$ cat config.mk
export PLATFORM = sky130hd
export DESIGN_NAME = range_line_parser_core
export DESIGN_NICKNAME = d
export VERILOG_FILES = /design/src/rlp_pkg.sv /design/src/rlp_line_scan.sv /design/src/range_line_parser_core.sv
export SDC_FILE = /design/constraint.sdc
export NUM_CORES = 1
export LEC_CHECK = 0
export BUFFER_PORTS_ARGS = -buffer_cell sky130_fd_sc_hd__buf_2
export CORE_ASPECT_RATIO = 0.9
export CORE_MARGIN = 2
export CORE_UTILIZATION = 60
export DETAILED_ROUTE_END_ITERATION = 8
export PLACE_DENSITY_LB_ADDON = 0.2
export SYNTH_ARGS = -nofsm -noshare
export SYNTH_HDL_FRONTEND = slang
export SYNTH_SLANG_ARGS = --single-unit
$ cat constraint.sdc
create_clock -name clk -period 4.4 [get_ports clk]
set_clock_uncertainty 0.2 [all_clocks]
set_input_delay 0.66 -clock clk [delete_from_list [all_inputs] [get_ports clk]]
set_output_delay 0.66 -clock clk [all_outputs]
set_load 0.05 [all_outputs]
$ cat src/rlp_pkg.sv
// ----------------------------------------------------------------------------
// rlp_pkg
// Shared types, constants and the prefix table for the range line parser.
// ----------------------------------------------------------------------------
`default_nettype none

package rlp_pkg;

  // Line buffer capacity in characters (one slot is kept for the terminator)
  localparam int unsigned LINE_CAPACITY_DEF = 128;

  // Field widths
  localparam int unsigned CHAR_W  = 8;
  localparam int unsigned CM_W    = 10;
  localparam int unsigned VALUE_W = 11;
  localparam int unsigned MM_W    = 15;

  // Reset value of max_cm and the accumulator saturation point
  localparam logic [CM_W-1:0]    MAX_CM_RESET = 10'd600;
  localparam logic [VALUE_W-1:0] DIGIT_SAT    = 11'd2047;

  // Length of the "Range " prefix
  localparam int unsigned PREFIX_LEN = 6;

  // Distance reported while no target is present (-1 in 15 bits)
  localparam logic [MM_W-1:0] ABSENT_MM = 15'h7FFF;

  // Characters with special meaning
  localparam logic [CHAR_W-1:0] CH_LF    = 8'h0A;
  localparam logic [CHAR_W-1:0] CH_CR    = 8'h0D;
  localparam logic [CHAR_W-1:0] CH_SPACE = 8'h20;
  localparam logic [CHAR_W-1:0] CH_TAB   = 8'h09;
  localparam logic [CHAR_W-1:0] CH_VT    = 8'h0B;
  localparam logic [CHAR_W-1:0] CH_FF    = 8'h0C;
  localparam logic [CHAR_W-1:0] CH_PLUS  = 8'h2B;
  localparam logic [CHAR_W-1:0] CH_MINUS = 8'h2D;
  localparam logic [CHAR_W-1:0] CH_ZERO  = 8'h30;
  localparam logic [CHAR_W-1:0] CH_NINE  = 8'h39;

  // Parser phase within one line
  typedef enum logic [2:0] {
    PH_PREFIX,
    PH_SPACE,
    PH_SIGNED,
    PH_DIGITS,
    PH_DONE,
    PH_REJECT
  } phase_t;

  // Line status handed from the character scanner to the report logic
  typedef struct packed {
    logic                line_used;   // at least one character stored
    logic                has_number;  // digits were read after the prefix
    logic                negative;    // a minus sign was seen
    logic [VALUE_W-1:0]  value;       // saturated magnitude
  } line_status_t;

  // Expected character at each prefix position
  function automatic logic [CHAR_W-1:0] prefix_char(input logic [2:0] idx);
    logic [CHAR_W-1:0] ch;
    unique case (idx)
      3'd0:    ch = 8'h52;  // R
      3'd1:    ch = 8'h61;  // a
      3'd2:    ch = 8'h6E;  // n
      3'd3:    ch = 8'h67;  // g
      3'd4:    ch = 8'h65;  // e
      3'd5:    ch = 8'h20;  // space
      default: ch = 8'h00;
    endcase
    return ch;
  endfunction

endpackage

`default_nettype wire

$ cat src/rlp_line_scan.sv
// ----------------------------------------------------------------------------
// rlp_line_scan
// Per-character scanner: tracks line position, matches the prefix and
// accumulates the decimal value of the current line.
// ----------------------------------------------------------------------------
`default_nettype none

module rlp_line_scan #(
  parameter int unsigned LINE_CAPACITY = rlp_pkg::LINE_CAPACITY_DEF
) (
  input  logic                          clk,
  input  logic                          rst,
  input  logic                          char_valid,  // non-terminator transaction
  input  logic                          line_end,    // terminator transaction
  input  logic [rlp_pkg::CHAR_W-1:0]    rx_byte,
  output rlp_pkg::line_status_t         status
);

  import rlp_pkg::*;

  localparam int unsigned      PosW    = $clog2(LINE_CAPACITY);
  localparam logic [PosW-1:0]  LastPos = PosW'(LINE_CAPACITY - 1);
  localparam logic [PosW-1:0]  PfxLast = PosW'(PREFIX_LEN - 1);
  localparam logic [PosW-1:0]  PfxLen  = PosW'(PREFIX_LEN);

  // Line state
  logic [PosW-1:0]     line_position, line_position_next;
  phase_t              parse_phase, parse_phase_next;
  logic                negative_sign, negative_sign_next;
  logic [VALUE_W-1:0]  digit_value, digit_value_next;
  logic                digits_seen, digits_seen_next;

  // Character classes
  logic                is_digit;
  logic                is_blank;
  logic                is_sign;
  logic                prefix_hit;
  logic                store;
  logic [MM_W-1:0]     acc_sum;
  logic [VALUE_W-1:0]  acc_sat;

  assign is_digit   = (rx_byte >= CH_ZERO) && (rx_byte <= CH_NINE);
  assign is_blank   = (rx_byte == CH_SPACE) || (rx_byte == CH_TAB) ||
                      (rx_byte == CH_VT) || (rx_byte == CH_FF);
  assign is_sign    = (rx_byte == CH_PLUS) || (rx_byte == CH_MINUS);
  assign prefix_hit = (line_position < PfxLen) &&
                      (rx_byte == prefix_char(line_position[2:0]));
  assign store      = char_valid && (line_position < LastPos);

  // value*10 + digit, saturated
  assign acc_sum = (MM_W'(digit_value) * MM_W'(10)) + MM_W'(rx_byte[3:0]);
  assign acc_sat = (acc_sum > MM_W'(DIGIT_SAT)) ? DIGIT_SAT : acc_sum[VALUE_W-1:0];

  // Next line state
  always_comb begin
    line_position_next = line_position;
    parse_phase_next   = parse_phase;
    negative_sign_next = negative_sign;
    digit_value_next   = digit_value;
    digits_seen_next   = digits_seen;
    if (line_end) begin
      line_position_next = '0;
      parse_phase_next   = PH_PREFIX;
      negative_sign_next = 1'b0;
      digit_value_next   = '0;
      digits_seen_next   = 1'b0;
    end else if (store) begin
      line_position_next = line_position + 1'b1;
      unique case (parse_phase)
        PH_PREFIX: begin
          if (!prefix_hit) begin
            parse_phase_next = PH_REJECT;
          end else if (line_position == PfxLast) begin
            parse_phase_next = PH_SPACE;
          end
        end
        PH_SPACE: begin
          priority if (is_blank) begin
            parse_phase_next = PH_SPACE;
          end else if (is_sign) begin
            negative_sign_next = (rx_byte == CH_MINUS);
            parse_phase_next   = PH_SIGNED;
          end else if (is_digit) begin
            digit_value_next = acc_sat;
            digits_seen_next = 1'b1;
            parse_phase_next = PH_DIGITS;
          end else begin
            parse_phase_next = PH_DONE;
          end
        end
        PH_SIGNED, PH_DIGITS: begin
          if (is_digit) begin
            digit_value_next = acc_sat;
            digits_seen_next = 1'b1;
            parse_phase_next = PH_DIGITS;
          end else begin
            parse_phase_next = PH_DONE;
          end
        end
        default: begin
          parse_phase_next = parse_phase;
        end
      endcase
    end
  end

  // Line state registers
  always_ff @(posedge clk) begin
    if (rst) begin
      line_position <= '0;
      parse_phase   <= PH_PREFIX;
      negative_sign <= 1'b0;
      digit_value   <= '0;
      digits_seen   <= 1'b0;
    end else begin
      line_position <= line_position_next;
      parse_phase   <= parse_phase_next;
      negative_sign <= negative_sign_next;
      digit_value   <= digit_value_next;
      digits_seen   <= digits_seen_next;
    end
  end

  // Status of the line as it stands
  always_comb begin
    status.line_used  = (line_position != '0);
    status.has_number = digits_seen &&
                        ((parse_phase == PH_SIGNED) || (parse_phase == PH_DIGITS) ||
                         (parse_phase == PH_DONE));
    status.negative   = negative_sign;
    status.value      = digit_value;
  end

endmodule

`default_nettype wire

$ cat src/range_line_parser_core.sv
// Reports: a report is registered and appears on the master side in the cycle
//   after the line terminator transaction is accepted.
// Throughput: one character per cycle; the input stalls only while a report
//   sits in the output register and the master side is not ready.
// Reset (rst, synchronous): line cleared, no target present, max_cm = 600.
// ----------------------------------------------------------------------------
// range_line_parser_core
// Splits received characters into lines and reports changes of target presence
// and distance from "Range <n>" lines.
// ----------------------------------------------------------------------------
`default_nettype none

module range_line_parser_core #(
  parameter int unsigned LINE_CAPACITY = rlp_pkg::LINE_CAPACITY_DEF
) (
  input  logic                        clk,
  input  logic                        rst,
  // configuration: max_cm
  input  logic                        cfg_we,
  input  logic [rlp_pkg::CM_W-1:0]    cfg_wdata,
  // received characters
  input  logic                        s_axis_tvalid,
  output logic                        s_axis_tready,
  input  logic [7:0]                  s_axis_tdata,   // [7:0] rx_byte
  // reports
  output logic                        m_axis_tvalid,
  input  logic                        m_axis_tready,
  output logic [15:0]                 m_axis_tdata    // [0] report_present,
                                                      // [15:1] report_distance_mm
);

  import rlp_pkg::*;

  logic [CM_W-1:0]     max_cm_reg;
  logic                present_flag;
  logic [MM_W-1:0]     last_distance;   // two's complement, -1 after reset
  logic                out_present;
  logic [MM_W-1:0]     out_distance;

  logic                s_xfer;
  logic                is_term;
  logic                char_valid;
  logic                line_end;
  line_status_t        status;

  logic                accepted;
  logic                present_new;
  logic [MM_W-1:0]     mm_new;
  logic                changed;

  assign s_axis_tready = !m_axis_tvalid || m_axis_tready;
  assign s_xfer        = s_axis_tvalid && s_axis_tready;
  assign is_term       = (s_axis_tdata == CH_LF) || (s_axis_tdata == CH_CR);
  assign char_valid    = s_xfer && !is_term;
  assign line_end      = s_xfer && is_term;

  // Character scanner
  rlp_line_scan #(
    .LINE_CAPACITY (LINE_CAPACITY)
  ) u_scan (
    .clk        (clk),
    .rst        (rst),
    .char_valid (char_valid),
    .line_end   (line_end),
    .rx_byte    (s_axis_tdata),
    .status     (status)
  );

  // Line verdict at the terminator
  assign accepted    = line_end && status.line_used && status.has_number &&
                       (!status.negative || (status.value == '0)) &&
                       (status.value <= VALUE_W'(max_cm_reg));
  assign present_new = (status.value != '0);
  assign mm_new      = MM_W'(status.value) * MM_W'(10);
  assign changed     = (present_new != present_flag) ||
                       (present_new && (mm_new != last_distance));

  // Configuration register
  always_ff @(posedge clk) begin
    if (rst) begin
      max_cm_reg <= MAX_CM_RESET;
    end else if (cfg_we) begin
      max_cm_reg <= cfg_wdata;
    end
  end

  // Target state
  always_ff @(posedge clk) begin
    if (rst) begin
      present_flag  <= 1'b0;
      last_distance <= ABSENT_MM;
    end else if (accepted) begin
      present_flag  <= present_new;
      last_distance <= mm_new;
    end
  end

  // Output register
  always_ff @(posedge clk) begin
    if (rst) begin
      m_axis_tvalid <= 1'b0;
    end else if (accepted && changed) begin
      m_axis_tvalid <= 1'b1;
    end else if (m_axis_tready) begin
      m_axis_tvalid <= 1'b0;
    end
  end

  always_ff @(posedge clk) begin
    if (accepted && changed) begin
      out_present  <= present_new;
      out_distance <= present_new ? mm_new : ABSENT_MM;
    end
  end

  assign m_axis_tdata = {out_distance, out_present};

endmodule

`default_nettype wire
==> summary.txt, run 1 <==
Logic synthesis
  • Synth warnings: 0
  • Syn_area_per_cell: just over 9 um^2
  • Mapped Cells: 459
  • FF+latch count, synth: 66
  • Post-Synthesis Cell Area: between 4000 and 5000 um^2
  • Asr flop ratio synth: 0%
  • Netlist cell types: 68
  • Post-synth EDFFs: 16
  • Register area share after synthesis: approximately a third
  • Syn nets: 520
  • Synth Flop Type: dfxtp_1

Power
  • Total power: 0.00135 W
  • Power per standard cell area: ~290 nW/um^2
  • Standby leakage power: between 2 and 2.5 nW
  • Worst VDD drop: 198 uV

Place
  • Detailed placer's ending HPWL: a little over 7000 um
  • Dpl cells: 572
  • RePlAce Congestion: 0.928
  • Buffers on Ports: 40
  • Placed cell area: 4490 um^2

STA
  • Period utilisation layout: 92.2%
  • Final-report hold violation count: 0
  • Slew Limit Headroom: 31.8%
  • Slew @ Worst Pin: 1020 ps
  • RSZ-0062 raised after global routing: false
  • Setup TNS: 0 ps
  • Peak Freq: 247 MHz
  • Setup violations, final: 0
  • Max-slew violations: 0
  • Final min period: around 4000 ps

Detailed routing
  • Vias per inst: ~6.1
  • 1st-pass router iterations: 5
  • Wirelength per Cell: around 17 um
  • DRT Wirelength: between 9000 and 10000 um
  • Routed Antenna Nets: 0
  • DRC: 0
  • Vias post-DR: around 3600
  • 1st-iter DRT viols: 211

Clock network
  • Clk sinks: 66
  • Setup bufs post-CTS: 0
  • CTS Buf Count: 9
  • CTS tree: done
  • Max Root-Sink Buffers: 2
  • Hold buffers post-CTS: 0
  • Post-CTS sizing: 0
  • CTS clk-pin slew, worst paths: 80 ps
  • H-tree depth: 3
  • CTS Root Cell: clkbuf_8
  • Skew-Pair Late Insertion Delay: roughly 360 ps

Flow run
  • Max Cap Violations: 0

Finish
  • Ant. Diodes: 0
  • Fraction of layout cells with a size suffix above 1: 16.0%
  • Finished Cell Area: 4720 um^2
  • P&R area growth vs syn: 10.6%
  • Post-layout util: 67.7%
  • Biggest regs: last_distance: 15 flops, out_distance: 15 flops, u_scan.digit_value: 11 flops
  • Fillers: 563
  • Post-layout nets: 551
  • Leading cell type in the layout, fill and taps excluded: dfxtp_1
  • Post-Layout Cell Count: around 590
  • Most frequent cells in the layout: dfxtp_1 (50), nand2_1 (47), nor2_1 (43), buf_2 (40), ha_1 (36)

Worst setup path
  • Worst Path Max Fanout: 17
  • Worst endpoint required time: 4450 ps
  • Critical path type: flop to flop
  • CP arrival: between 4000 and 5000 ps
  • Worst setup EP type: flop
  • Setup crit start kind: flop

Global routing
  • Tot GR Track Use: 27.0%
  • Antenna violations before repair: 0
  • Total gr overflow: 0
  • First-pass GRT wire length: 16700 um
  • Pin count of the biggest net entering global routing: 23
  • Vias in the first global route: 3390

Floorplan
  • Core region area: approximately 7000 um^2
  • Die width: slightly above 90 um
  • Die Height: about 84 um
  • # IOs: 41
  • Std-Cell Rows: 29
  • Die area: 7800 um^2
  • Initial Util: about three fifths

Worst hold path
  • Min-Delay Path Class: flop to flop

Outcome
  • Status: finished, final reports clean
## per-stage QoR
stage,setup slack (ps),hold slack [ps]
6_report,345,258
5_1_grt,27.2,283
4_1_cts,348,264
3_5_place_dp,380,254
3_3_place_gp,557,232
2_1_floorplan,638,223
## area by class of cell
type | instances | area, um^2 | area share (%)
sequential | 66 | 1480 | 31.4
clock inverter | 7 | 100 | 2.12
tap | 93 | 116 | 2.47
timing repair buffer | 44 | 230 | 4.88
multi-input combinational | 342 | 2560 | 54.4
inverter | 27 | 101 | 2.15
clock buffer | 9 | 124 | 2.63
## cells in the mapped netlist (all sizes together), types with 3 or more instances
library cell	count	area, um^2
dfxtp	50	1000
nand2	47	176
nor2	43	161
ha	36	450
inv	27	101
a21oi	18	93.8
xnor2	17	156
edfxtp	16	480
mux2i	16	160
xor2	14	130
clkbuf	13	48.8
nand3	13	65.1
o221a	12	135
buf	11	78.8
o211ai	11	82.6
o21ai	11	58.8
a21o	10	75.1
nor3	9	55.1
and3	8	55.1
nor4	8	65.1
nand4	7	43.8
nand2b	6	37.5
o221ai	4	35.0
o21a	3	22.5
o22ai	3	18.8
or2	3	18.8
xnor3	3	67.6
## power by group
part | internal, W | switching, W
combinational | 0.0000520 | 0.0000729
clock | 0.000324 | 0.000259
sequential | 0.000629 | 0.00000959
total | 0.00100 | 0.000341
## critical path, cell delays in order, from the launching register on
cell and delay (ps):
dfxtp_1 550, ha_1 310, ha_1 230, fa_1 560
xor2_1 190, nor4_1 240, nand4_1 170, a2111oi_0 260
nor4b_2 300, a41oi_2 550, o21a_1 380
## final timing paths
check,from,to,slack (ps),cells past startpoint
worst max-delay path,u_scan.digit_value[1]$_SDFFE_PP0P_,m_axis_tvalid$_SDFFE_PP0P_,340,10
worst min-delay path,last_distance[0]$_SDFFE_PP1P_,last_distance[0]$_SDFFE_PP1P_,260,2
worst max register to register,u_scan.digit_value[1]$_SDFFE_PP0P_,m_axis_tvalid$_SDFFE_PP0P_,340,10
worst min register to register,last_distance[0]$_SDFFE_PP1P_,last_distance[0]$_SDFFE_PP1P_,260,2
## cell families after synthesis
logic type / Yosys count / synth area share [%]
buf+inv: 51 / 5.37
mux: 16 / 3.75
simple gates: 162 / 19.4
xor+xnor: 34 / 8.30
flops: 66 / 34.7
compound gates: 92 / 16.9
fa+ha+maj: 38 / 11.5
## layer usage
layer  vias to the layer above  part of all wire [%]  GRT usage (%)
met5                         -                     0              0
met4                         0                   2.7           9.09
met3                        22                   6.0           6.68
met2                       123                    45           42.0
met1                      1694                    46           36.9
li1                       1721                     -              -
Note: power is estimated with default switching activity, not from simulation.
==> inputs of run 2 (changes only) <==
--- a/config.mk
+++ b/config.mk
@@ -6,9 +6,10 @@
 export NUM_CORES = 1
 export LEC_CHECK = 0
 export BUFFER_PORTS_ARGS = -buffer_cell sky130_fd_sc_hd__buf_2
-export CORE_ASPECT_RATIO = 0.9
+export CORE_ASPECT_RATIO = 2
 export CORE_MARGIN = 2
 export CORE_UTILIZATION = 60
+export CTS_CLUSTER_DIAMETER = 120
 export DETAILED_ROUTE_END_ITERATION = 8
 export PLACE_DENSITY_LB_ADDON = 0.2
 export SYNTH_ARGS = -nofsm -noshare
==> summary.txt, run 2 (same netlist as run 1, synthesis figures left out) <==
Global routing
  • Vias in the first global route: 3796
  • Total gr overflow: 0
  • Tot GR Track Use: 29.9%
  • Pin count of the biggest net entering global routing: 22
  • First-pass GRT wire length: between 15000 and 20000 um
  • Antenna violations before repair: 0

Finish
  • Ant. Diodes: 0
  • P&R area growth vs syn: 12.8%
  • Biggest regs: last_distance: 15 flops, out_distance: 15 flops, u_scan.digit_value: 11 flops
  • Post-layout nets: 551
  • Fraction of layout cells with a size suffix above 1: 16.2%
  • Most frequent cells in the layout: dfxtp_1 (50), nand2_1 (47), nor2_1 (43), buf_2 (40), ha_1 (36)
  • Leading cell type in the layout, fill and taps excluded: dfxtp_1
  • Fillers: 588
  • Post-layout util: 69.9%
  • Finished Cell Area: around 4800 um^2

Flow run
  • Max Cap Violations: 0

Power
  • Worst VDD drop: 241 uV
  • Power per standard cell area: 318 nW/um^2
  • Standby leakage power: between 2 and 2.5 nW

Worst setup path
  • Worst setup EP type: flop
  • Critical path type: flop to flop
  • Setup crit start kind: flop
  • Worst Path Max Fanout: 17
  • Worst endpoint required time: 4430 ps
  • CP arrival: 4030 ps

STA
  • Setup violations, final: 0
  • RSZ-0062 raised after global routing: false
  • Peak Freq: 250 MHz
  • Period utilisation layout: about nine tenths
  • Final min period: 4000 ps
  • Max-slew violations: 0
  • Final-report hold violation count: 0
  • Setup TNS: 0 ps
  • Slew @ Worst Pin: 944 ps
  • Slew Limit Headroom: 37.1%
  • Setup ws final: 395 ps

Detailed routing
  • 1st-iter DRT viols: 198
  • Vias post-DR: 3587
  • DRC: 0
  • 1st-pass router iterations: 4
  • Vias per inst: 6.13
  • Routed Antenna Nets: 0
  • DRT Wirelength: 10700 um
  • Wirelength per Cell: 18.3 um

Floorplan
  • Std-Cell Rows: 43
  • Die width: 63.6 um
  • # IOs: 41
  • Initial Util: about three fifths
  • Die area: 7840 um^2
  • Die Height: 123 um
  • Core region area: just under 7000 um^2

Clock network
  • CTS Root Cell: clkbuf_16
  • H-tree depth: 3
  • CTS clk-pin slew, worst paths: 60 ps
  • CTS tree: done
  • Post-CTS sizing: 0
  • Max Root-Sink Buffers: 2
  • Clk sinks: 66
  • Skew-Pair Late Insertion Delay: roughly 330 ps
  • Hold buffers post-CTS: 0
  • CTS Buf Count: 9
  • Setup bufs post-CTS: 0

Place
  • Placed cell area: between 4000 and 5000 um^2
  • RePlAce Congestion: 1.01
  • Buffers on Ports: 40
  • Pre-CTS setup slack: between 400 and 500 ps
  • Detailed placer's ending HPWL: 8390 um

Outcome
  • Status: finished, final reports clean

Worst hold path
  • Min-Delay Path Class: flop to flop
==> run 2: cell types whose count changed in the layout (fill, tap and decap cells not counted), sizes merged <==
cell	before	now
inv	29	28
clkinv	3	4
==> run 2: through the flow <==
stage,hold slack (ps),power (W),instances
final,276,0.00153,585
after global routing,295,0.00158,585
after CTS,278,0.00154,585
after detailed placement,242,0.000779,569
after global placement,232,0.000776,569
after floorplan,223,0.000742,459
==> run 2: path summary, 6_finish.rpt <==
check	cells past startpoint	slack, ps	end	start
worst max register to register	10	400	m_axis_tvalid$_SDFFE_PP0P_	u_scan.digit_value[1]$_SDFFE_PP0P_
worst min register to register	2	280	last_distance[0]$_SDFFE_PP1P_	last_distance[0]$_SDFFE_PP1P_
worst min-delay path	2	280	last_distance[0]$_SDFFE_PP1P_	last_distance[0]$_SDFFE_PP1P_
worst max-delay path	10	400	m_axis_tvalid$_SDFFE_PP0P_	u_scan.digit_value[1]$_SDFFE_PP0P_
==> run 2: worst max-delay path, cell delays in order (launching register included) <==
cell and delay, ps:
dfxtp_1 510, ha_1 310, ha_1 230, fa_1 560
xor2_1 180, nor4_1 230, nand4_1 140, a2111oi_0 370
nor4b_2 290, a41oi_2 500, o21a_1 360
==> run 2: routing by layer <==
| metal | track usage [%] | vias to the layer above | part of all wire (%) |
|---|---|---|---|
| met3 | 4.55 | 62 | 2.9 |
| li1 | - | 1723 | - |
| met4 | 29.8 | 0 | 10 |
| met2 | 54.6 | 113 | 54 |
| met5 | 0 | - | 0 |
| met1 | 26.9 | 1689 | 33 |
==> run 2: layout make-up <==
class                   count  area [um^2]  area share [%]
repair buffers             44          230            4.78
flip-flops and latches     66         1480            30.8
well taps                  90          113            2.34
multi-input cells         342         2570            53.4
inverters                  27          101            2.11
clock inverters             7         92.6            1.92
clock buffers               9          225            4.68
==> run 2: power by group <==
group | leakage, nW | total (W) | switching (W) | internal [W]
Sequential | 0.514 | 0.000640 | 0.00000937 | 0.000630
Clock | 0.160 | 0.000762 | 0.000267 | 0.000495
Combinational | 1.47 | 0.000128 | 0.0000759 | 0.0000522
Total | 2.14 | 0.00153 | 0.000352 | 0.00118
==> inputs of run 3 (changes only) <==
--- a/config.mk
+++ b/config.mk
@@ -14,4 +14,5 @@
 export PLACE_DENSITY_LB_ADDON = 0.2
 export SYNTH_ARGS = -nofsm -noshare
 export SYNTH_HDL_FRONTEND = slang
+export SYNTH_HIERARCHICAL = 1
 export SYNTH_SLANG_ARGS = --single-unit
==> summary.txt, run 3 <==
Outcome
  • Status: finished, final reports clean

Logic synthesis
  • Post-Synthesis Cell Area: between 5000 and 6000 um^2
  • Cell with the most instances after synthesis: ha_1
  • Multiplexer share of the synthesized area: 1.64%
  • Post-Synth XOR/XNOR Area: 6.66%
  • Post-synthesis adder-cell area fraction: 15.4%
  • Syn_area_per_cell: 8.96 um^2
  • FF+latch count, synth: 66
  • Netlist cell types: 81
  • Yosys top cell by area: dfxtp_1
  • Register area share after synthesis: 29.4%
  • Synth Flop Type: dfxtp_1
  • Mapped Cells: 562
  • Syn nets: 645
  • Synth Area in Compound Gates: 21.8%
  • Area contributors post-synth: dfxtp_1 (20%), ha_1 (14%), edfxtp_1 (9.5%)
  • Top-area cell type share of the netlist area: 19.9%
  • Area share of and/or/nand/nor cells after synthesis: a little over a fifth
  • Synth warnings: 6
  • Asr flop ratio synth: 0%
  • Post-synth EDFFs: 16
  • Most instantiated cells after synthesis: ha_1 (57), dfxtp_1 (50), nor2_1 (48)
  • Largest family of logic cells by synthesized area: compound AO/OA/AOI/OAI gates

STA
  • Setup violations, final: 0
  • Slew @ Worst Pin: 934 ps
  • Slew Limit Headroom: 37.7%
  • Final-report hold violation count: 0
  • Period utilisation layout: ~94%
  • Setup TNS: 0 ps
  • Peak Freq: between 200 and 250 MHz
  • RSZ-0062 raised after global routing: false
  • Final min period: 4150 ps
  • Max-slew violations: 0

Global routing
  • Pin count of the biggest net entering global routing: 21
  • First-pass GRT wire length: 22200 um
  • Total gr overflow: 0
  • Tot GR Track Use: between 30% and 40%
  • Vias in the first global route: 4787
  • Antenna violations before repair: 0

Worst setup path
  • Worst r2r dst: out_distance[8]$_SDFFCE_PP1P_
  • Worst R2R Setup Slack: ~250 ps
  • Crit path depth: 9
  • CP endpoint: out_distance[8]$_SDFFCE_PP1P_
  • CP arrival: 3850 ps
  • Worst Path Max Fanout: 16
  • CP max-delay cell: a41oi_2
  • Crit path cell chain: ha_1 -> ha_1 -> fa_1 -> xor2_1 -> nor4_1 -> nand4_1 -> a2111o_1 -> nor4_1 -> a41oi_2
  • Critical path buffer and inverter count: 0
  • Worst setup EP type: flop
  • R2R cell count: 9
  • Max stage delay on crit path: 550 ps
  • Setup crit start kind: flop
  • Delay-heaviest family, CP: adder cells
  • Worst endpoint required time: between 4000 and 5000 ps
  • R2r startpoint: u_scan/digit_value[3]$_SDFFE_PP0P_
  • Launch point of the critical path: u_scan/digit_value[3]$_SDFFE_PP0P_
  • Critical path type: flop to flop

Detailed routing
  • Routed Antenna Nets: 0
  • Vias per inst: roughly 6.6
  • 1st-pass router iterations: 5
  • DRC: 0
  • Vias post-DR: 4663
  • DRT Wirelength: 13900 um
  • 1st-iter DRT viols: 278
  • Wirelength per Cell: 19.6 um

Finish
  • Post-layout util: 68.7%
  • Post-layout nets: 687
  • Ant. Diodes: 0
  • Biggest regs: last_distance: 15 flops, out_distance: 15 flops, u_scan/digit_value: 11 flops
  • Area of the multi-input gates: between 3000 and 4000 um^2
  • Seq. cell area: 1480 um^2
  • Fraction of layout cells with a size suffix above 1: 16.1%
  • Most frequent cells in the layout: ha_1 (57), dfxtp_1 (50), nor2_1 (48), buf_2 (40), o21ai_0 (36)
  • P&R area growth vs syn: 12.4%
  • Leading cell type in the layout, fill and taps excluded: ha_1
  • Fillers: 667

Clock network
  • CTS clk-pin slew, worst paths: 60 ps
  • Clk sinks: 66
  • CTS Root Cell: clkbuf_16
  • Hold buffers post-CTS: 0
  • CTS tree: done
  • Setup bufs post-CTS: 0
  • CTS Buf Count: 9
  • Post-CTS sizing: 0
  • Skew-Pair Late Insertion Delay: 330 ps
  • H-tree depth: 3
  • Max Root-Sink Buffers: 2

Floorplan
  • # IOs: 41
  • Die width: 68.8 um
  • Std-Cell Rows: 47
  • Core region area: 8230 um^2
  • Die area: 9180 um^2
  • Die Height: 134 um
  • Initial Util: 61.1%

Place
  • RePlAce Congestion: 0.885
  • Detailed placer's ending HPWL: 10800 um
  • Buffers on Ports: 40

Power
  • Standby leakage power: 2.35 nW
  • Total power: 0.00150 W
  • Worst VDD drop: around 230 uV
  • Power per standard cell area: around 260 nW/um^2

Worst hold path
  • Min-Delay Path Class: flop to flop

Flow run
  • Max Cap Violations: 0
run 3: worst register-to-register path, cell delays in order (launching register included):
cell and delay, ps:
dfxtp_1 470, ha_1 300, ha_1 250, fa_1 500, xor2_1 170, nor4_1 270, nand4_1 180, a2111o_1 440
nor4_1 380, a41oi_2 550
run 3: cells by family (layout without fill, tap and decap cells):
logic type / count (synthesis) / after routing
adders and majority gates: 60 / 60
xor gates and xnor gates: 35 / 35
AOI/OAI and AO/OA: 152 / 152
and+or+nand+nor: 195 / 195
DFF: 66 / 66
muxes: 7 / 7
buffers and inverters: 47 / 94
run 3: through the flow:
step           worst slack, ps  area, um^2  hold WS (ps)  std cells
6_report                   246        5660           268        707
3_5_place_dp               323        5350           240        691
3_3_place_gp               456        5350           234        691
2_1_floorplan              542        5030           222        562
5_1_grt                   54.9        5660           277        707
4_1_cts                    277        5660           261        707
run 3: routing by layer:
metal	vias up	share of wire, %	global-route usage [%]
met1	2212	33	28.7
met3	70	4.0	5.91
met5	-	0	0
met2	187	56	59.1
li1	2194	-	-
met4	0	6.8	21.7
run 3: how the worst min path moves through the flow:
stage	slack, ps	to	from	cells past startpoint
finish	270	last_distance[0]$_SDFFE_PP1P_	last_distance[0]$_SDFFE_PP1P_	1
global route	280	last_distance[0]$_SDFFE_PP1P_	last_distance[0]$_SDFFE_PP1P_	1
CTS	260	last_distance[0]$_SDFFE_PP1P_	last_distance[0]$_SDFFE_PP1P_	1
detailed placement	240	last_distance[0]$_SDFFE_PP1P_	last_distance[0]$_SDFFE_PP1P_	1
global placement	230	last_distance[0]$_SDFFE_PP1P_	last_distance[0]$_SDFFE_PP1P_	1
floorplan	220	last_distance[0]$_SDFFE_PP1P_	last_distance[0]$_SDFFE_PP1P_	1
run 3: power by group:
part	internal (W)	total [W]	switching [W]
clock network	0.000443	0.000718	0.000275
logic	0.0000542	0.000137	0.0000832
registers	0.000631	0.000641	0.00000997
run 3: cell type report:
type                            count  share of cell area (%)
Timing Repair Buffer               53                    5.26
Multi-Input combinational cell    449                    59.3
Inverter                           25                    1.66
Sequential cell                    66                    26.2
Clock inverter                      7                    1.39
Clock buffer                        9                    3.98
Tap cell                           98                    2.17
